--- src/hdl/qasmm_pkg.sv ---
// Shared types, register codes and constants of the quad arming and motor mixer.
`timescale 1ns / 1ps

package qasmm_pkg;

    // Stick thresholds in microseconds.
    localparam logic [11:0] STICK_HI  = 12'd1508;
    localparam logic [11:0] STICK_LO  = 12'd1492;
    localparam logic [11:0] THR_LOW   = 12'd1050;
    localparam logic [11:0] YAW_PRIME = 12'd1300;
    localparam logic [11:0] YAW_ARM   = 12'd1450;
    localparam logic [11:0] YAW_STOP  = 12'd1700;

    // ceil(2^25 / 3): exact floor division by three for magnitudes below 2^24.
    localparam int          DIV3_SHIFT = 25;
    localparam logic [23:0] DIV3_RECIP = 24'd11184811;

    // Configuration register indexes.
    localparam logic [2:0] CFG_AUTO_LEVEL_ON = 3'd0;
    localparam logic [2:0] CFG_LEVEL_GAIN    = 3'd1;
    localparam logic [2:0] CFG_THROTTLE_CAP  = 3'd2;
    localparam logic [2:0] CFG_ESC_RUN_MIN   = 3'd3;
    localparam logic [2:0] CFG_ESC_RUN_MAX   = 3'd4;
    localparam logic [2:0] CFG_ESC_OFF_PULSE = 3'd5;

    // Configuration reset values.
    localparam logic        RST_AUTO_LEVEL_ON = 1'b1;
    localparam logic [7:0]  RST_LEVEL_GAIN    = 8'd15;
    localparam logic [11:0] RST_THROTTLE_CAP  = 12'd1800;
    localparam logic [11:0] RST_ESC_RUN_MIN   = 12'd1100;
    localparam logic [11:0] RST_ESC_RUN_MAX   = 12'd2000;
    localparam logic [11:0] RST_ESC_OFF_PULSE = 12'd1000;

    localparam logic FUNC_SETPOINT = 1'b0;
    localparam logic FUNC_MIX      = 1'b1;

    typedef enum logic [1:0] {
        ARM_STOPPED = 2'd0,
        ARM_PRIMED  = 2'd1,
        ARM_RUNNING = 2'd2
    } arm_state_t;

    typedef struct packed {
        logic        auto_level_on;
        logic [7:0]  level_gain;
        logic [11:0] throttle_cap;
        logic [11:0] esc_run_min;
        logic [11:0] esc_run_max;
        logic [11:0] esc_off_pulse;
    } cfg_t;

    typedef struct packed {
        arm_state_t current;
        arm_state_t updated;
        logic       armed;
    } arm_status_t;

    typedef struct packed {
        logic               func;
        logic [11:0]        rx_roll;
        logic [11:0]        rx_pitch;
        logic [11:0]        rx_throttle;
        logic [11:0]        rx_yaw;
        logic signed [15:0] angle_roll_in;
        logic signed [15:0] angle_pitch_in;
        logic signed [11:0] pid_roll_out;
        logic signed [11:0] pid_pitch_out;
        logic signed [11:0] pid_yaw_out;
    } item_t;

    typedef struct packed {
        logic signed [19:0] setpoint_roll;
        logic signed [19:0] setpoint_pitch;
        logic signed [15:0] setpoint_yaw;
        logic [1:0]         arm_state_out;
        logic               reset_request;
        logic [11:0]        esc_front_right;
        logic [11:0]        esc_rear_right;
        logic [11:0]        esc_rear_left;
        logic [11:0]        esc_front_left;
    } result_t;

endpackage

--- src/hdl/qasmm_cfg_regs.sv ---
// Configuration register file written through a plain write port.
`timescale 1ns / 1ps

module qasmm_cfg_regs (
    input  logic                clk,
    input  logic                rst_n,
    input  logic                cfg_wen,
    input  logic [2:0]          cfg_index,
    input  logic [11:0]         cfg_data,
    output qasmm_pkg::cfg_t     cfg
);

    qasmm_pkg::cfg_t cfg_reg;
    qasmm_pkg::cfg_t cfg_next;

    always_comb
    begin
        cfg_next = cfg_reg;
        if (cfg_wen)
        begin
            unique case (cfg_index)
                qasmm_pkg::CFG_AUTO_LEVEL_ON: cfg_next.auto_level_on = cfg_data[0];
                qasmm_pkg::CFG_LEVEL_GAIN:    cfg_next.level_gain    = cfg_data[7:0];
                qasmm_pkg::CFG_THROTTLE_CAP:  cfg_next.throttle_cap  = cfg_data;
                qasmm_pkg::CFG_ESC_RUN_MIN:   cfg_next.esc_run_min   = cfg_data;
                qasmm_pkg::CFG_ESC_RUN_MAX:   cfg_next.esc_run_max   = cfg_data;
                qasmm_pkg::CFG_ESC_OFF_PULSE: cfg_next.esc_off_pulse = cfg_data;
                default:                      cfg_next = cfg_reg;
            endcase
        end
    end

    always_ff @(posedge clk or negedge rst_n)
    begin
        if (!rst_n)
        begin
            cfg_reg.auto_level_on <= qasmm_pkg::RST_AUTO_LEVEL_ON;
            cfg_reg.level_gain    <= qasmm_pkg::RST_LEVEL_GAIN;
            cfg_reg.throttle_cap  <= qasmm_pkg::RST_THROTTLE_CAP;
            cfg_reg.esc_run_min   <= qasmm_pkg::RST_ESC_RUN_MIN;
            cfg_reg.esc_run_max   <= qasmm_pkg::RST_ESC_RUN_MAX;
            cfg_reg.esc_off_pulse <= qasmm_pkg::RST_ESC_OFF_PULSE;
        end
        else
        begin
            cfg_reg <= cfg_next;
        end
    end

    assign cfg = cfg_reg;

endmodule

--- config.mk ---
export PLATFORM = sky130hd
export DESIGN_NAME = qasmm_cfg_regs
export DESIGN_NICKNAME = d
export VERILOG_FILES = /design/src/hdl/qasmm_pkg.sv /design/src/hdl/qasmm_cfg_regs.sv
export SDC_FILE = /design/constraint.sdc
export NUM_CORES = 1
export LEC_CHECK = 0
export BUFFER_PORTS_ARGS = -buffer_cell sky130_fd_sc_hd__buf_4
export CAP_MARGIN = 10
export CORE_MARGIN = 2
export CORE_UTILIZATION = 25
export DETAILED_ROUTE_END_ITERATION = 10
export HOLD_SLACK_MARGIN = 0.1
export SLEW_MARGIN = 30
export SYNTH_ARGS = -nofsm -noshare
export SYNTH_HDL_FRONTEND = slang
export SYNTH_SLANG_ARGS = --single-unit
--- constraint.sdc ---
create_clock -name clk -period 2.1 [get_ports clk]
set_clock_uncertainty 0.2 [all_clocks]
set_input_delay 0 -clock clk [delete_from_list [all_inputs] [get_ports clk]]
set_output_delay 0 -clock clk [all_outputs]
set_load 0.02 [all_outputs]
==> out/summary.txt <==
Post-Synth Adder-Cell Area - 0
Startpoint types - input pin
Total power - 0.003765 W
Max_cap viols - 0
DR pass1 iterations - 3
WP data arrival - 2.11 ns
Mapped Cells - 125
Kind of critical path - input pin to register
Starting density of the core - 0.2606
Clock sinks - 57
Clk slew on worst S/H paths - 0.07 ns
Final hold violation count - 0
Post-route DRC - 0
CTS Buf Count - 9
CTS root buffer - clkbuf_8
Endpoints failing setup - 0
CTS max path bufs - 2
Reg2reg end - cfg[44]
Post-Synth XOR/XNOR Area - 0
Io pins - 75
Port buffer count - 74
Share of post-route cells with drive strength above 1 - 0.7619
Hold Path Class - input pin to register
Origin of the critical flop-to-flop path - cfg[44]
Post-route ant nets - 0
WL per Instance - 15.96 µm
Placed inst area - 2952 µm²
Buf/Inv on CP - 3
Critical Path End Type - register
Leak - 1.512 nW
CP max FO - 12
Die footprint - 9961 µm²
Max FFs per register - 57
Worst-skew pair later-pin latency - 0.33 ns
Cell area after layout - 3352 µm²
Critical Path RT - 2.16 ns
CP delay by family, top - buffers and inverters
Synthesized area per cell - 18.36 µm²
Worst-path cell chain - dlygate4sd3_1, buf_4, and4bb_4, mux2_4, dlygate4sd3_1
Slowest cell on crit path - dlygate4sd3_1
First-pass GRT wire length - 8.362 mm
Nets - 244
Core area - 8806 µm²
Initial DRC Count - 21
Synth area leader - dfrtp_1
Post-synthesis simple-gate area fraction - 0.03108
Cell Rows - 34
Gpl congestion - 0.6914
Number of setup buffers added after CTS - 0
Crit path time final - 2.051 ns
Mapped Nets - 143
Hold Path Depth - 3
R2R Setup Slk - 0.64 ns
H-Tree Depth - 3
Combinational family with the most area after synthesis - multiplexers
Worst vdd ir - 0.4559 mV
PwrDens - 1123 nW/µm²
Hold-critical path endpoint - cfg[20]
Most frequent CP cell - dlygate4sd3_1
Hold_sp - cfg_data[8]
Resized Gates After CTS - 0
WL final - 5.412 mm
GRT Total Usage - 0.1149
Pin count of the biggest net entering global routing - 58
Synth Area in Compound Gates - 0
Synth cell types - 10
Mapped cell area - 2295 µm²
Vias in the first global route - 1454
Hpwl dp - 3.576 mm
Crit-path max cell delay - 0.55 ns
Max Freq - 487.7 MHz
Antenna cells - 0
Sequential share of the synthesized area - 0.6352
Largest cells by area after synthesis - dfrtp_1, dfstp_2, mux2_2
Grt total ovfl - 0
Setup_tns - 0 ns
Slew margin rel. - 0.5113
Synth top area share - 0.3490
Synth warn - 0
Tightest Pin Transition - 0.7331 ns
Die H - 99.81 µm
RSZ-0062 raised after global routing - false
Area Growth Syn to Fin - 46.07%
Post-synthesis register bit count - 57
Status - complete, no violations
Vias per cell - 4.319
CTS tree - done
Post-synthesis mux area share - 0.3124
Die Span X - 99.81 µm
Fin crit share - 0.9764
R2R depth - 2
DR vias - 1464
Slew Viols, Final - 0
Initial antenna violation count - 0
[power breakdown]
part	internal, W	total (W)	switching, W
Combinational	0.000579	0.00111	0.000528
Sequential	0.00142	0.00156	0.000137
Clock	0.000662	0.00110	0.000440
[per-layer routing]
metal,vias up,track usage,wire (µm)
met4,0,0.04742,53
li1,654,-,-
met1,753,0.1506,2435
met2,53,0.1736,2632
met3,4,0.04039,291
met5,-,0,0
[cells in the mapped netlist (all sizes together)]
cell / number
buf: 5
nor4b: 1
mux2: 57
and4bb: 3
dfrtp: 32
dfstp: 25
nand4b: 2
[what timing repair did]
item / in CTS / in global routing
hold endpoints to repair: 114 / 0
setup endpoints to repair: 0 / 0
hold buffers: 19 / 0
[layout make-up]
class	instances	area [µm²]
tap	108	135.1
clock buffer	10	127.6
fill	859	5454
multi-input combinational	63	788.3
clock inverter	6	82.58
sequential	57	1458
timing repair buffer	95	760.7
[cell families after synthesis]
family,after synthesis
flip-flops,57
AND/OR/NAND/NOR,6
buffers and inverters,5
multiplexers,57
[through the flow]
step | instances | util | setup WS, ns | hold slack, ns
2_1_floorplan | 125 | - | 0.9847 | -0.4956
3_3_place_gp | 304 | 0.3352 | 0.7453 | -0.09579
3_5_place_dp | 304 | 0.3352 | 0.7371 | -0.09653
4_1_cts | 339 | 0.3806 | 0.08346 | 0.2509
5_1_grt | 339 | 0.3806 | 0.04274 | 0.2618
6_report | 339 | 0.3806 | 0.04948 | 0.2745
[how the worst max path moves through the flow]
stage,from,end,cells after the start
floorplan,cfg_index[0],cfg[13],3
global placement,cfg_index[0],cfg[12],3
detailed placement,cfg_index[2],cfg[43],3
CTS,cfg_index[2],cfg[44],5
global route,cfg_index[2],cfg[44],5
finish,cfg_index[2],cfg[44],5
[layout by cell type, fill, tap and decap left out, drive strengths merged]
master and n:
and4bb 3, buf 76, bufinv 2, clkbuf 10, clkinv 3, clkinvlp 1, dfrtp 32, dfstp 25
dlygate4sd3 19, mux2 57, nand4b 2, nor4b 1
[worst reg2reg max path: stages, from the launching register on]
cell,delay (ns)
dfstp_2,0.54
mux2_4,0.13
dlygate4sd3_1,0.54
No activity file was read; power rests on OpenSTA's default activity.
