<file path="src/hdl/qasmm_pkg.sv">
// Shared types, register codes and constants of the quad arming and motor mixer.
`timescale 1ns / 1ps

package qasmm_pkg;

    // Stick thresholds in microseconds.
    localparam logic [11:0] STICK_HI  = 12'd1508;
    localparam logic [11:0] STICK_LO  = 12'd1492;
    localparam logic [11:0] THR_LOW   = 12'd1050;
    localparam logic [11:0] YAW_PRIME = 12'd1300;
    localparam logic [11:0] YAW_ARM   = 12'd1450;
    localparam logic [11:0] YAW_STOP  = 12'd1700;

    // ceil(2^25 / 3): exact floor division by three for magnitudes below 2^24.
    localparam int          DIV3_SHIFT = 25;
    localparam logic [23:0] DIV3_RECIP = 24'd11184811;

    // Configuration register indexes.
    localparam logic [2:0] CFG_AUTO_LEVEL_ON = 3'd0;
    localparam logic [2:0] CFG_LEVEL_GAIN    = 3'd1;
    localparam logic [2:0] CFG_THROTTLE_CAP  = 3'd2;
    localparam logic [2:0] CFG_ESC_RUN_MIN   = 3'd3;
    localparam logic [2:0] CFG_ESC_RUN_MAX   = 3'd4;
    localparam logic [2:0] CFG_ESC_OFF_PULSE = 3'd5;

    // Configuration reset values.
    localparam logic        RST_AUTO_LEVEL_ON = 1'b1;
    localparam logic [7:0]  RST_LEVEL_GAIN    = 8'd15;
    localparam logic [11:0] RST_THROTTLE_CAP  = 12'd1800;
    localparam logic [11:0] RST_ESC_RUN_MIN   = 12'd1100;
    localparam logic [11:0] RST_ESC_RUN_MAX   = 12'd2000;
    localparam logic [11:0] RST_ESC_OFF_PULSE = 12'd1000;

    localparam logic FUNC_SETPOINT = 1'b0;
    localparam logic FUNC_MIX      = 1'b1;

    typedef enum logic [1:0] {
        ARM_STOPPED = 2'd0,
        ARM_PRIMED  = 2'd1,
        ARM_RUNNING = 2'd2
    } arm_state_t;

    typedef struct packed {
        logic        auto_level_on;
        logic [7:0]  level_gain;
        logic [11:0] throttle_cap;
        logic [11:0] esc_run_min;
        logic [11:0] esc_run_max;
        logic [11:0] esc_off_pulse;
    } cfg_t;

    typedef struct packed {
        arm_state_t current;
        arm_state_t updated;
        logic       armed;
    } arm_status_t;

    typedef struct packed {
        logic               func;
        logic [11:0]        rx_roll;
        logic [11:0]        rx_pitch;
        logic [11:0]        rx_throttle;
        logic [11:0]        rx_yaw;
        logic signed [15:0] angle_roll_in;
        logic signed [15:0] angle_pitch_in;
        logic signed [11:0] pid_roll_out;
        logic signed [11:0] pid_pitch_out;
        logic signed [11:0] pid_yaw_out;
    } item_t;

    typedef struct packed {
        logic signed [19:0] setpoint_roll;
        logic signed [19:0] setpoint_pitch;
        logic signed [15:0] setpoint_yaw;
        logic [1:0]         arm_state_out;
        logic               reset_request;
        logic [11:0]        esc_front_right;
        logic [11:0]        esc_rear_right;
        logic [11:0]        esc_rear_left;
        logic [11:0]        esc_front_left;
    } result_t;

endpackage

</file>
<file path="src/hdl/qasmm_mixer.sv">
// X-layout motor mixer with throttle cap and running clamps.
`timescale 1ns / 1ps

module qasmm_mixer (
    input  qasmm_pkg::cfg_t    cfg,
    input  logic               running,
    input  logic [11:0]        rx_throttle,
    input  logic signed [11:0] pid_roll_out,
    input  logic signed [11:0] pid_pitch_out,
    input  logic signed [11:0] pid_yaw_out,
    output logic [11:0]        esc_front_right,
    output logic [11:0]        esc_rear_right,
    output logic [11:0]        esc_rear_left,
    output logic [11:0]        esc_front_left
);

    // Raise to the run minimum first, then lower to the run maximum.
    function automatic logic [11:0] clamp(input logic signed [14:0] v,
                                          input logic [11:0] lo,
                                          input logic [11:0] hi);
        logic signed [14:0] r;
        begin
            r = v;
            if (r < $signed({3'b000, lo}))
                r = $signed({3'b000, lo});
            if (r > $signed({3'b000, hi}))
                r = $signed({3'b000, hi});
            return r[11:0];
        end
    endfunction

    logic [11:0]        base;
    logic signed [14:0] b;
    logic signed [14:0] r;
    logic signed [14:0] p;
    logic signed [14:0] y;
    logic signed [14:0] sum_fr;
    logic signed [14:0] sum_rr;
    logic signed [14:0] sum_rl;
    logic signed [14:0] sum_fl;

    assign base = (rx_throttle > cfg.throttle_cap) ? cfg.throttle_cap : rx_throttle;
    assign b    = $signed({3'b000, base});
    assign r    = 15'(pid_roll_out);
    assign p    = 15'(pid_pitch_out);
    assign y    = 15'(pid_yaw_out);

    assign sum_fr = b - p + r - y;
    assign sum_rr = b + p + r + y;
    assign sum_rl = b + p - r - y;
    assign sum_fl = b - p - r + y;

    always_comb
    begin
        if (running)
        begin
            esc_front_right = clamp(sum_fr, cfg.esc_run_min, cfg.esc_run_max);
            esc_rear_right  = clamp(sum_rr, cfg.esc_run_min, cfg.esc_run_max);
            esc_rear_left   = clamp(sum_rl, cfg.esc_run_min, cfg.esc_run_max);
            esc_front_left  = clamp(sum_fl, cfg.esc_run_min, cfg.esc_run_max);
        end
        else
        begin
            esc_front_right = cfg.esc_off_pulse;
            esc_rear_right  = cfg.esc_off_pulse;
            esc_rear_left   = cfg.esc_off_pulse;
            esc_front_left  = cfg.esc_off_pulse;
        end
    end

endmodule

</file>
<file path="config.mk">
export PLATFORM = sky130hd
export DESIGN_NAME = qasmm_mixer
export DESIGN_NICKNAME = d
export VERILOG_FILES = /design/src/hdl/qasmm_pkg.sv /design/src/hdl/qasmm_mixer.sv
export SDC_FILE = /design/constraint.sdc
export NUM_CORES = 1
export LEC_CHECK = 0
export ABC_AREA = 1
export BUFFER_PORTS_ARGS = -buffer_cell sky130_fd_sc_hd__clkbuf_2
export CAP_MARGIN = 25
export CORE_MARGIN = 1
export CORE_UTILIZATION = 40
export DETAILED_ROUTE_END_ITERATION = 10
export PLACE_DENSITY = 0.68
export RECOVER_POWER = 50
export SYNTH_ARGS = -nofsm -noshare
export SYNTH_HDL_FRONTEND = slang
export SYNTH_SLANG_ARGS = --single-unit
</file>
<file path="constraint.sdc">
create_clock -name vclk -period 10.1
set_clock_uncertainty 0.1 [all_clocks]
set_input_delay 0.505 -clock vclk [all_inputs]
set_output_delay 0.505 -clock vclk [all_outputs]
set_load 0.05 [all_outputs]
</file>
==> impl_summary.log <==
[metrics] post-synthesis to final-layout area growth: 12.38%
[metrics] horizontal die dimension: 158.3 um
[metrics] Vias/cell: 5.064
[metrics] Hold WS: 1.398 ns
[metrics] final core area utilization: 0.4625
[metrics] class of the tightest hold or removal check: in2out
[metrics] wire length of the first global-routing pass: 47,910 um
[metrics] Max FO, Critical Path: 12
[metrics] Total Die Area: 25,070 um^2
[metrics] effective utilization at floorplan: 0.4116
[metrics] RSZ-0062 raised after global routing: false
[metrics] half-perimeter wire length of the detailed placement result: 27,280 um
[metrics] pin count of the biggest net entering global routing: 50
[metrics] Routed WL: 30,850 um
[metrics] final-report setup violation count: 0
[metrics] fraction of layout cells with a size suffix above 1: 0.1145
[metrics] number of max-capacitance violations reported: 0
[metrics] Top Ports: 154
[metrics] number of detailed-route iterations in the first pass: 7
[metrics] final net count: 2,109
[metrics] Required @ worst endpoint: 9.50 ns
[metrics] core region area: 23,750 um^2
[metrics] storage element area: 0 um^2
[metrics] Routability Congestion: 0.9991
[metrics] Layout clock buffers: 0
[metrics] Antenna Nets Post-Route: 0
[metrics] initial antenna violation count: 0
[metrics] CP dominant cell by count: sky130_fd_sc_hd__nand2_1
[metrics] measured slew at the worst slew-check pin: 0.9253 ns
[metrics] iteration-0 DRC count of the detailed router: 635
[metrics] worst setup path endpoint: esc_rear_right[10]
[metrics] buffering stage count on the worst path with inverters included: 10
[metrics] final critical-path required period: 9.443 ns
[metrics] Seq/Total Area, Yosys: 0
[metrics] ANT cells: 0
[metrics] setup_tns: 0 ns
[metrics] Final Hold Vio Count: 0
[metrics] Filler cells: 2,588
[metrics] Cell Area, Synth: 9776 um^2
[metrics] gate count of the mapped netlist: 1,626
[metrics] total via count after detailed routing: 10,510
[metrics] result of the run: complete, no violations
[metrics] placement row count: 56
[metrics] Top Family by Delay on Critical Path: adder cells
[metrics] Worst Setup Path Type: in2out
[metrics] die extent in y: 158.3 um
[metrics] Routed wire per std cell: 14.87 um
[metrics] endpoint arrival time on the critical path: 8.84 ns
[metrics] origin of the worst setup path: cfg[45]
[metrics] Overflow after GRT: 0
[metrics] remaining max-slew budget at the tightest pin: 0.3831
[metrics] total routing resource utilization after global routing: 0.2423
[metrics] number of synthesis warnings: 0
[metrics] CP Launch Type: input pin
[metrics] count of unresolved DRC violations after routing: 0
[metrics] sequential cell count: 0
[metrics] part of the cycle the worst path needs: 0.9349
[metrics] peak per-stage delay on the critical path: 0.50 ns
[metrics] hold buffers post-CTS: 0
[metrics] Synth Net Count: 1,977
[metrics] depth of the critical timing path with buffers and inverters included: 51
[metrics] count of input and output buffers: 145
[metrics] cell with the largest stage delay on the worst path: sky130_fd_sc_hd__fa_1
[metrics] FMAX: 105.9 MHz
[metrics] vias in the first global route: 9,707
[metrics] crit path capture type: output port
[metrics] count of unique library cells instantiated by Yosys: 43
[metrics] average size of a mapped cell: 6.012 um^2
[metrics] Slew Viols, Final: 0
-- worst min path at each step --
stage	cells past startpoint	end	slack (ns)	from
detailed placement	4	esc_rear_right[4]	1.41	cfg[4]
floorplan	2	esc_front_left[0]	1.30	cfg[0]
CTS	4	esc_rear_right[4]	1.42	cfg[4]
global route	4	esc_rear_right[4]	1.41	cfg[4]
finish	4	esc_rear_right[4]	1.40	cfg[4]
global placement	4	esc_rear_left[1]	1.42	cfg[1]
-- logic make-up after synthesis --
logic type	count (synthesis)	share of synthesized area
AO/OA/AOI/OAI	220	0.1238
XOR/XNOR	60	0.05376
adder cells (fa/ha/maj)	245	0.3589
buffers and inverters	333	0.1314
AND/OR/NAND/NOR	768	0.3321
-- tightest hold or removal path, cell delays in order --
cell,delay [ns]
sky130_fd_sc_hd__clkbuf_2,0.08
sky130_fd_sc_hd__nand2_1,0.14
sky130_fd_sc_hd__nand2_1,0.07
sky130_fd_sc_hd__buf_2,0.20
-- cell usage after synthesis, types with 3 or more instances --
cell type / instances / area share
sky130_fd_sc_hd__nand2_1: 479 / 0.18
sky130_fd_sc_hd__inv_1: 298 / 0.11
sky130_fd_sc_hd__ha_1: 186 / 0.24
sky130_fd_sc_hd__nand3_1: 163 / 0.083
sky130_fd_sc_hd__a21oi_1: 99 / 0.051
sky130_fd_sc_hd__o21ai_0: 77 / 0.039
sky130_fd_sc_hd__nor2_1: 69 / 0.026
sky130_fd_sc_hd__fa_1: 59 / 0.12
sky130_fd_sc_hd__xor2_1: 49 / 0.044
sky130_fd_sc_hd__nand4_1: 17 / 0.011
sky130_fd_sc_hd__clkbuf_1: 13 / 0.0050
sky130_fd_sc_hd__xnor2_1: 11 / 0.0099
sky130_fd_sc_hd__buf_2: 10 / 0.0051
sky130_fd_sc_hd__nor3_1: 9 / 0.0046
sky130_fd_sc_hd__o21a_1: 8 / 0.0061
sky130_fd_sc_hd__a21o_1: 7 / 0.0054
sky130_fd_sc_hd__o21bai_1: 7 / 0.0054
sky130_fd_sc_hd__nand3_2: 5 / 0.0051
sky130_fd_sc_hd__nor2_2: 5 / 0.0032
sky130_fd_sc_hd__buf_4: 4 / 0.0031
sky130_fd_sc_hd__nand2_2: 4 / 0.0026
sky130_fd_sc_hd__nand3b_1: 4 / 0.0031
sky130_fd_sc_hd__nor4_1: 4 / 0.0026
sky130_fd_sc_hd__o211ai_1: 4 / 0.0031
sky130_fd_sc_hd__or2_2: 4 / 0.0026
sky130_fd_sc_hd__a31o_2: 3 / 0.0027
sky130_fd_sc_hd__a31oi_1: 3 / 0.0019
sky130_fd_sc_hd__buf_1: 3 / 0.0012
sky130_fd_sc_hd__inv_2: 3 / 0.0012
-- layer usage --
layer / global-route usage / vias to the layer above / part of all wire
li1: - / 5455 / -
met1: 0.3215 / 4692 / 0.47
met2: 0.4192 / 317 / 0.44
met3: 0.01170 / 44 / 0.045
met4: 0.07875 / 0 / 0.038
met5: 0 / - / 0
-- layout make-up --
type	instances	area (um^2)	area share
inverters	302	1141	0.1039
multi-input cells	1293	8581	0.7811
repair buffers	160	859.6	0.07825
well taps	319	399.1	0.03633
repair inverters	1	5.005	0.0004556
-- through the flow --
stage	setup WS [ns]	cell area, um^2	std cells
after floorplan	1.399	9776	1626
after global placement	0.4237	10810	2067
after detailed placement	0.3596	10810	2067
after CTS	0.3405	10810	2067
after global routing	0.001572	10990	2075
final	0.6574	10990	2075
-- cells in the final DEF, fill, tap and decap left out, drive strengths merged --
cell type,count
a211oi,2
a21boi,2
o21ai,79
clkinv,1
and3,2
nor4,4
nand3,168
nand3b,4
a22oi,1
xor2,49
a31oi,3
o21a,8
clkinvlp,3
ha,186
a31o,3
o211ai,4
o31a,1
a21o,7
or2,5
o311ai,1
buf,19
o41ai,1
nor3,9
nor2b,1
nor2,75
clkbuf,141
o21bai,7
nand2,483
o31ai,2
a21oi,99
inv,299
xnor2,11
nand4,17
fa,59
-- repair_timing --
| action | 4_1_cts | 5_1_grt |
|---|---|---|
| resized for setup | 0 | 56 |
| setup endpoints to repair | 0 | 48 |
| buffers inserted | 0 | 7 |
Power is left out: the tool's default activity adds up to more than one toggle a clock period on the data nets, which glitch-free logic cannot reach.
