$ cat src/hdl/qasmm_pkg.sv
// Shared types, register codes and constants of the quad arming and motor mixer.
`timescale 1ns / 1ps

package qasmm_pkg;

    // Stick thresholds in microseconds.
    localparam logic [11:0] STICK_HI  = 12'd1508;
    localparam logic [11:0] STICK_LO  = 12'd1492;
    localparam logic [11:0] THR_LOW   = 12'd1050;
    localparam logic [11:0] YAW_PRIME = 12'd1300;
    localparam logic [11:0] YAW_ARM   = 12'd1450;
    localparam logic [11:0] YAW_STOP  = 12'd1700;

    // ceil(2^25 / 3): exact floor division by three for magnitudes below 2^24.
    localparam int          DIV3_SHIFT = 25;
    localparam logic [23:0] DIV3_RECIP = 24'd11184811;

    // Configuration register indexes.
    localparam logic [2:0] CFG_AUTO_LEVEL_ON = 3'd0;
    localparam logic [2:0] CFG_LEVEL_GAIN    = 3'd1;
    localparam logic [2:0] CFG_THROTTLE_CAP  = 3'd2;
    localparam logic [2:0] CFG_ESC_RUN_MIN   = 3'd3;
    localparam logic [2:0] CFG_ESC_RUN_MAX   = 3'd4;
    localparam logic [2:0] CFG_ESC_OFF_PULSE = 3'd5;

    // Configuration reset values.
    localparam logic        RST_AUTO_LEVEL_ON = 1'b1;
    localparam logic [7:0]  RST_LEVEL_GAIN    = 8'd15;
    localparam logic [11:0] RST_THROTTLE_CAP  = 12'd1800;
    localparam logic [11:0] RST_ESC_RUN_MIN   = 12'd1100;
    localparam logic [11:0] RST_ESC_RUN_MAX   = 12'd2000;
    localparam logic [11:0] RST_ESC_OFF_PULSE = 12'd1000;

    localparam logic FUNC_SETPOINT = 1'b0;
    localparam logic FUNC_MIX      = 1'b1;

    typedef enum logic [1:0] {
        ARM_STOPPED = 2'd0,
        ARM_PRIMED  = 2'd1,
        ARM_RUNNING = 2'd2
    } arm_state_t;

    typedef struct packed {
        logic        auto_level_on;
        logic [7:0]  level_gain;
        logic [11:0] throttle_cap;
        logic [11:0] esc_run_min;
        logic [11:0] esc_run_max;
        logic [11:0] esc_off_pulse;
    } cfg_t;

    typedef struct packed {
        arm_state_t current;
        arm_state_t updated;
        logic       armed;
    } arm_status_t;

    typedef struct packed {
        logic               func;
        logic [11:0]        rx_roll;
        logic [11:0]        rx_pitch;
        logic [11:0]        rx_throttle;
        logic [11:0]        rx_yaw;
        logic signed [15:0] angle_roll_in;
        logic signed [15:0] angle_pitch_in;
        logic signed [11:0] pid_roll_out;
        logic signed [11:0] pid_pitch_out;
        logic signed [11:0] pid_yaw_out;
    } item_t;

    typedef struct packed {
        logic signed [19:0] setpoint_roll;
        logic signed [19:0] setpoint_pitch;
        logic signed [15:0] setpoint_yaw;
        logic [1:0]         arm_state_out;
        logic               reset_request;
        logic [11:0]        esc_front_right;
        logic [11:0]        esc_rear_right;
        logic [11:0]        esc_rear_left;
        logic [11:0]        esc_front_left;
    } result_t;

endpackage

$ cat src/hdl/qasmm_arming.sv
// Stick-arming state machine: stopped, primed, running.
`timescale 1ns / 1ps

module qasmm_arming (
    input  logic                    clk,
    input  logic                    rst_n,
    input  logic                    step,
    input  logic [11:0]             rx_throttle,
    input  logic [11:0]             rx_yaw,
    output qasmm_pkg::arm_status_t  status
);

    qasmm_pkg::arm_state_t state_reg;
    qasmm_pkg::arm_state_t state_next;

    logic thr_low;
    logic yaw_prime;
    logic yaw_arm;
    logic yaw_stop;

    assign thr_low   = rx_throttle < qasmm_pkg::THR_LOW;
    assign yaw_prime = rx_yaw < qasmm_pkg::YAW_PRIME;
    assign yaw_arm   = rx_yaw > qasmm_pkg::YAW_ARM;
    assign yaw_stop  = rx_yaw > qasmm_pkg::YAW_STOP;

    // A primed machine that sees a stop-level yaw goes straight to stopped, with armed raised.
    always_comb
    begin
        state_next = state_reg;
        if (thr_low && yaw_prime)
        begin
            state_next = qasmm_pkg::ARM_PRIMED;
        end
        else if (thr_low)
        begin
            unique case (state_reg)
                qasmm_pkg::ARM_PRIMED:
                begin
                    if (yaw_stop)
                        state_next = qasmm_pkg::ARM_STOPPED;
                    else if (yaw_arm)
                        state_next = qasmm_pkg::ARM_RUNNING;
                end
                qasmm_pkg::ARM_RUNNING:
                begin
                    if (yaw_stop)
                        state_next = qasmm_pkg::ARM_STOPPED;
                end
                qasmm_pkg::ARM_STOPPED: state_next = state_reg;
                default:                state_next = qasmm_pkg::ARM_STOPPED;
            endcase
        end
    end

    always_comb
    begin
        status.current = state_reg;
        status.updated = state_next;
        status.armed   = (state_reg == qasmm_pkg::ARM_PRIMED) && thr_low && yaw_arm;
    end

    always_ff @(posedge clk or negedge rst_n)
    begin
        if (!rst_n)
            state_reg <= qasmm_pkg::ARM_STOPPED;
        else if (step)
            state_reg <= state_next;
    end

endmodule

$ cat config.mk
export PLATFORM = sky130hd
export DESIGN_NAME = qasmm_arming
export DESIGN_NICKNAME = d
export VERILOG_FILES = /design/src/hdl/qasmm_pkg.sv /design/src/hdl/qasmm_arming.sv
export SDC_FILE = /design/constraint.sdc
export NUM_CORES = 1
export LEC_CHECK = 0
export ABC_AREA = 1
export ABC_CLOCK_PERIOD_IN_PS = 4100
export BUFFER_PORTS_ARGS = -buffer_cell sky130_fd_sc_hd__buf_2
export CAP_MARGIN = 40
export CORE_AREA = 3 3 40 42
export CTS_CLUSTER_DIAMETER = 100
export CTS_CLUSTER_SIZE = 14
export DETAILED_ROUTE_END_ITERATION = 8
export DIE_AREA = 0 0 43 45
export SLEW_MARGIN = 20
export SYNTH_ARGS = -nofsm -noshare
export SYNTH_HDL_FRONTEND = slang
export SYNTH_SLANG_ARGS = --single-unit
$ cat constraint.sdc
create_clock -name clk -period 4.1 [get_ports clk]
set_input_delay 1.025 -clock clk [delete_from_list [all_inputs] [get_ports clk]]
set_output_delay 1.025 -clock clk [all_outputs]
set_load 0.1 [all_outputs]
==> results of run 1 <==
cell usage after synthesis:
cell type / number
a21boi_0: 1
nand4_1: 1
o21ai_0: 1
nor2_1: 10
a21oi_1: 2
o21ai_1: 1
o211ai_2: 1
nand3_1: 11
nor3_1: 3
nand2_1: 26
a21boi_1: 1
dfrtp_1: 2
nor2_2: 4
nand3b_1: 2
inv_1: 13
stage by stage:
stage               area [um^2]  setup WS, ns  hold slack [ns]  util, %  std cells
global route                593         0.497            0.561     46.2        127
CTS                         593         0.661            0.504     46.2        127
floorplan                   402         0.240            0.729        -         79
global placement            571         0.684            0.494     44.4        124
detailed placement          571         0.664            0.498     44.4        124
finish                      593         0.680            0.495     46.2        127
critical path, delay by kind of cell:
| kind | cells | cell delay, ns |
|---|---|---|
| AOI/OAI and AO/OA | 1 | 0.11 |
| buffers and inverters | 3 | 0.60 |
| and+or+nand+nor | 7 | 0.65 |
how the worst min path moves through the flow:
stage,start,endpoint,cells after the start
final,state_reg[0],state_reg[0],2
after global routing,state_reg[0],state_reg[0],2
after CTS,state_reg[0],state_reg[0],2
after detailed placement,state_reg[0],state_reg[0],2
after global placement,state_reg[0],state_reg[0],2
after floorplan,rst_n,state_reg[0],0
power breakdown:
part           switching [mW]  internal [mW]
sequential            0.00239         0.0227
combinational          0.0733         0.0249
clock                  0.0104         0.0322
per-layer routing:
metal	GRT usage [%]	vias up
met5	0	-
met4	7.23	0
met3	0	0
met2	15.6	20
met1	15.1	213
li1	-	320
cells by family after synthesis:
logic type             after synthesis  share of synthesized area [%]
and+or+nand+nor                     57                           63.2
AOI/OAI and AO/OA                    7                           11.9
buffers and inverters               13                           12.3
DFF                                  2                           12.6
final cells by class:
class	count	area, um^2
multi-input combinational	64	303
tap	15	18.8
sequential	2	50.0
timing repair buffer	30	150
clock buffer	3	22.5
fill	150	692
inverter	13	48.8
==> flow_metrics.tcl, run 1 <==
set metrics [dict create \
    leakage_nw 0.361 \
    hpwl_um 873 \
    met1_length_um 480 \
    crit_path_end "status[2]" \
    clock_sinks 2 \
    reg2reg_to "state_reg[1]" \
    largest_reg_flops 2 \
    ctsResizeCount 0 \
    nets 141 \
    portBuffers 30 \
    rsz0062_at_grt "false" \
    cts-root-buf "clkbuf_4" \
    vias_per_cell 4.35 \
    syn_area_per_cell_um2 5.04 \
    die_area_mm2 0.00194 \
    fp.dieH_um 45 \
    htreeDepth 1 \
    total_power_mw 0.166 \
    drv_cap 0 \
    powerDensity_mw_per_mm2 280 \
    initial_core_util_pct 31.0 \
    rrSetupSlack_ns 3.04 \
    postCtsSetupRepairBufs 0 \
    drt-pass1-iter-count 2 \
    ys_ff_latch 2 \
    path_class "in2out" \
    cp_slowest_cell "buf_2" \
    core-area_mm2 0.00128 \
    setup_viol 0 \
    synth_area_leader_cell "nand2_1" \
    cts-buffers-inserted 3 \
    vias 553 \
    synth_warnings 0 \
    worst_pin_slew_ns 0.483 \
    rr_startpoint "state_reg[0]" \
    vdd_drop_max_v 0.000159 \
    skew_ns 0.00454 \
    final_common_cell "buf_2" \
    fin_crit_sh_pct 83.4 \
    worstPathRequired_ns 3.07 \
    routed-wl-met3_um 86 \
    fp-row-count 13 \
    highest_layer "met3" \
    end_kind "output pin" \
    layout-drive-gt1-share_pct 34.8 \
    path_cells "buf_2 -> inv_1 -> nand2_1 -> nor2_2 -> nand3_1 -> nand3_1 -> nand3_1 -> nand2_1 -> nand2_1 -> a21boi_2 -> buf_2" \
    crit_path_start_kind "input port" \
    grt_pass1_wl_um 1580 \
    synth_nets 106 \
    area_delta_synth_final_pct 49.1 \
    finalSetupTns_ns 0 \
    clk_pin_slew_ns 0.03 \
    place.gp.congestion 0.657 \
    insertion_delay_ns 0.22 \
    final_max_slew_viol_count 0 \
    ys_types 15 \
    hp-class "reg2reg" \
    slew-limit-headroom_pct 68.0 \
    critPathMaxFanout 4 \
    track_usage_pct 10.6 \
    cts_tree "yes" \
    antenna_cells 0 \
    antenna_found_initial 0 \
    status "finished clean" \
    drt-total-wl_um 956 \
    slowest_delay_ns 0.43 \
    yosys.area.top_type_share_pct 24.5 \
    ys_seq_area_share_pct 12.6 \
    cp-startpoint "rx_yaw[11]" \
    ctsHoldBuffers 0 \
    netlist_top_cells_area "nand2_1 25%, nand3_1 14%, dfrtp_1 13%" \
    final_cell_mix "30 x buf_2, 26 x nand2_1, 13 x inv_1" \
    drt-wirelength-per-cell_um 7.53 \
    drt_iter0_markers 8 \
    met2_length_um 389 \
    netlist_area_um2 398 \
    grt_pass1_vias 446 \
    chipWidth_um 43 \
    hold_violations 0 \
    grt_max_degree 6 \
    clock_path_buffers 2 \
    drtAntennaViolNets 0 \
    synth_cells 79 \
    period_minus_slack_ns 3.42 \
    worst-r2r-cell-count 8 \
    fmax_mhz 292 \
    ios 32 \
    gr-total-overflow 0 \
    cp.arrival_ns 2.40 \
    drc 0 \
]
Power figures use the tool's default switching activity.
==> run 2: changes to the inputs <==
Settings changed: ABC_CLOCK_PERIOD_IN_PS 4100 to 3100, PLACE_DENSITY set to 0.66.
Clock period 4.1 ns to 3.1 ns, I/O delays scaled along.
==> run 2 against run 1 <==
Against the previous run:
- combinational power grew 52%
- die area unchanged
- sequential power up 33%
- utilization increased by 3.7 points
- flip-flop and latch count is the same
- via count increased by 4.2%
- non-clock buffer count did not move
- first-iteration DRC count grew 100%
- largest cell class unchanged
- largest power group unchanged
==> flow_metrics.tcl, run 2 (synthesis gave the netlist of run 1 again) <==
set metrics [dict create \
    status "finished clean" \
    worstPathRequired_ns 2.32 \
    track_usage_pct 11.0 \
    fp-row-count 13 \
    cts-buffers-inserted 3 \
    portBuffers 30 \
    ctsResizeCount 0 \
    antenna_found_initial 0 \
    insertion_delay_ns 0.22 \
    final_max_slew_viol_count 0 \
    path_class "in2out" \
    hp-class "in2async" \
    grt_pass1_wl_um 1690 \
    drt_iter0_markers 16 \
    cp_slowest_cell "buf_12" \
    die_area_mm2 0.00194 \
    hpwl_um 898 \
    drt-pass1-iter-count 4 \
    place_area_um2 618 \
    drc 0 \
    fin_area_um2 641 \
    gr-total-overflow 0 \
    drt-wirelength-per-cell_um 8.09 \
    clock_sinks 2 \
    antenna_cells 0 \
    powerDensity_mw_per_mm2 372 \
    skew_ns 0.00177 \
    htreeDepth 1 \
    core-area_mm2 0.00128 \
    period_minus_slack_ns 2.80 \
    fin_hold_ws_ns 0.333 \
    vias_per_cell 4.54 \
    final_core_util_pct 49.9 \
    layout.cells.non_filler 127 \
    critPathMaxFanout 4 \
    nFillCells 139 \
    place.gp.congestion 0.676 \
    vdd_drop_max_v 0.000158 \
    slowest_delay_ns 0.19 \
    ios 32 \
    drt-total-wl_um 1030 \
    cts-root-buf "clkbuf_4" \
    cp.arrival_ns 2.03 \
    layout-drive-gt1-share_pct 35.7 \
    vias 576 \
    path_cells "buf_2 -> inv_1 -> nand2_1 -> nor2_2 -> nand3_1 -> nand3_1 -> nand3_1 -> nand2_1 -> nand2_1 -> a21boi_2 -> buf_12" \
    worst_slack_ns 0.298 \
    largest_reg_flops 2 \
    initial_core_util_pct 31.0 \
    chipWidth_um 43 \
    slew-limit-headroom_pct 67.7 \
    hold_violations 0 \
    fmax_mhz 357 \
    grt_max_degree 6 \
    final_common_cell "buf_2" \
    postCtsSetupRepairBufs 0 \
    setup_viol 0 \
    fp.dieH_um 45 \
    clock_path_buffers 2 \
    worst_pin_slew_ns 0.488 \
    drtAntennaViolNets 0 \
    clk_pin_slew_ns 0.03 \
    leakage_nw 0.371 \
    final_cell_mix "27 x buf_2, 26 x nand2_1, 13 x inv_1" \
    rsz0062_at_grt "false" \
    grt_pass1_vias 478 \
    nets 141 \
    crit_path_start_kind "input port" \
    cts_tree "yes" \
    drv_cap 0 \
    pre_cts_slack_ns 0.316 \
    end_kind "output pin" \
    total_power_mw 0.239 \
    area_delta_synth_final_pct 61.0 \
    dp_cells 124 \
    ctsHoldBuffers 0 \
    finalSetupTns_ns 0 \
    fin_crit_sh_pct 90.4 \
]
## run 2: cell counts in the layout (fill, tap and decap cells not counted)
No cell type changed its count.
## run 2: area by class of cell
class	instances	area [um^2]	area share (%)
Multi-Input combinational cell	64	305	47.7
Tap cell	15	18.8	2.93
Inverter	13	48.8	7.62
Clock buffer	3	22.5	3.52
Timing Repair Buffer	30	195	30.5
Sequential cell	2	50.0	7.81
## run 2: critical path, delay by kind of cell
kind                   cells  cell delay (ns)
and+or+nand+nor            7             0.69
AOI/OAI and AO/OA          1             0.18
buffers and inverters      3             0.37
## run 2: power by group
part / internal (mW) / leakage (nW) / switching [mW] / total, mW
Clock: 0.0427 / 0.0138 / 0.0138 / 0.0565
Sequential: 0.0300 / 0.0265 / 0.00341 / 0.0334
Combinational: 0.0472 / 0.331 / 0.102 / 0.149
Total: 0.120 / 0.371 / 0.119 / 0.239
## run 2: path summary, 6_finish.rpt
kind                         startpoint            to  slack (ns)  depth (start not counted)
max                          rx_yaw[11]     status[2]        0.30                         11
min                               rst_n  state_reg[0]        0.33                          1
max reg2reg                state_reg[0]  state_reg[1]        1.96                          8
min reg2reg                state_reg[0]  state_reg[0]        0.50                          2
max in group asynchronous         rst_n  state_reg[1]        2.67                          1
min in group clk           state_reg[0]  state_reg[0]        0.50                          2
## run 2: layer usage
| layer | track usage [%] | vias to the layer above | wire (um) |
|---|---|---|---|
| met1 | 15.6 | 232 | 489 |
| met5 | 0 | - | 0 |
| met4 | 3.61 | 0 | 0 |
| met2 | 16.2 | 26 | 436 |
| met3 | 2.79 | 0 | 102 |
| li1 | - | 318 | - |
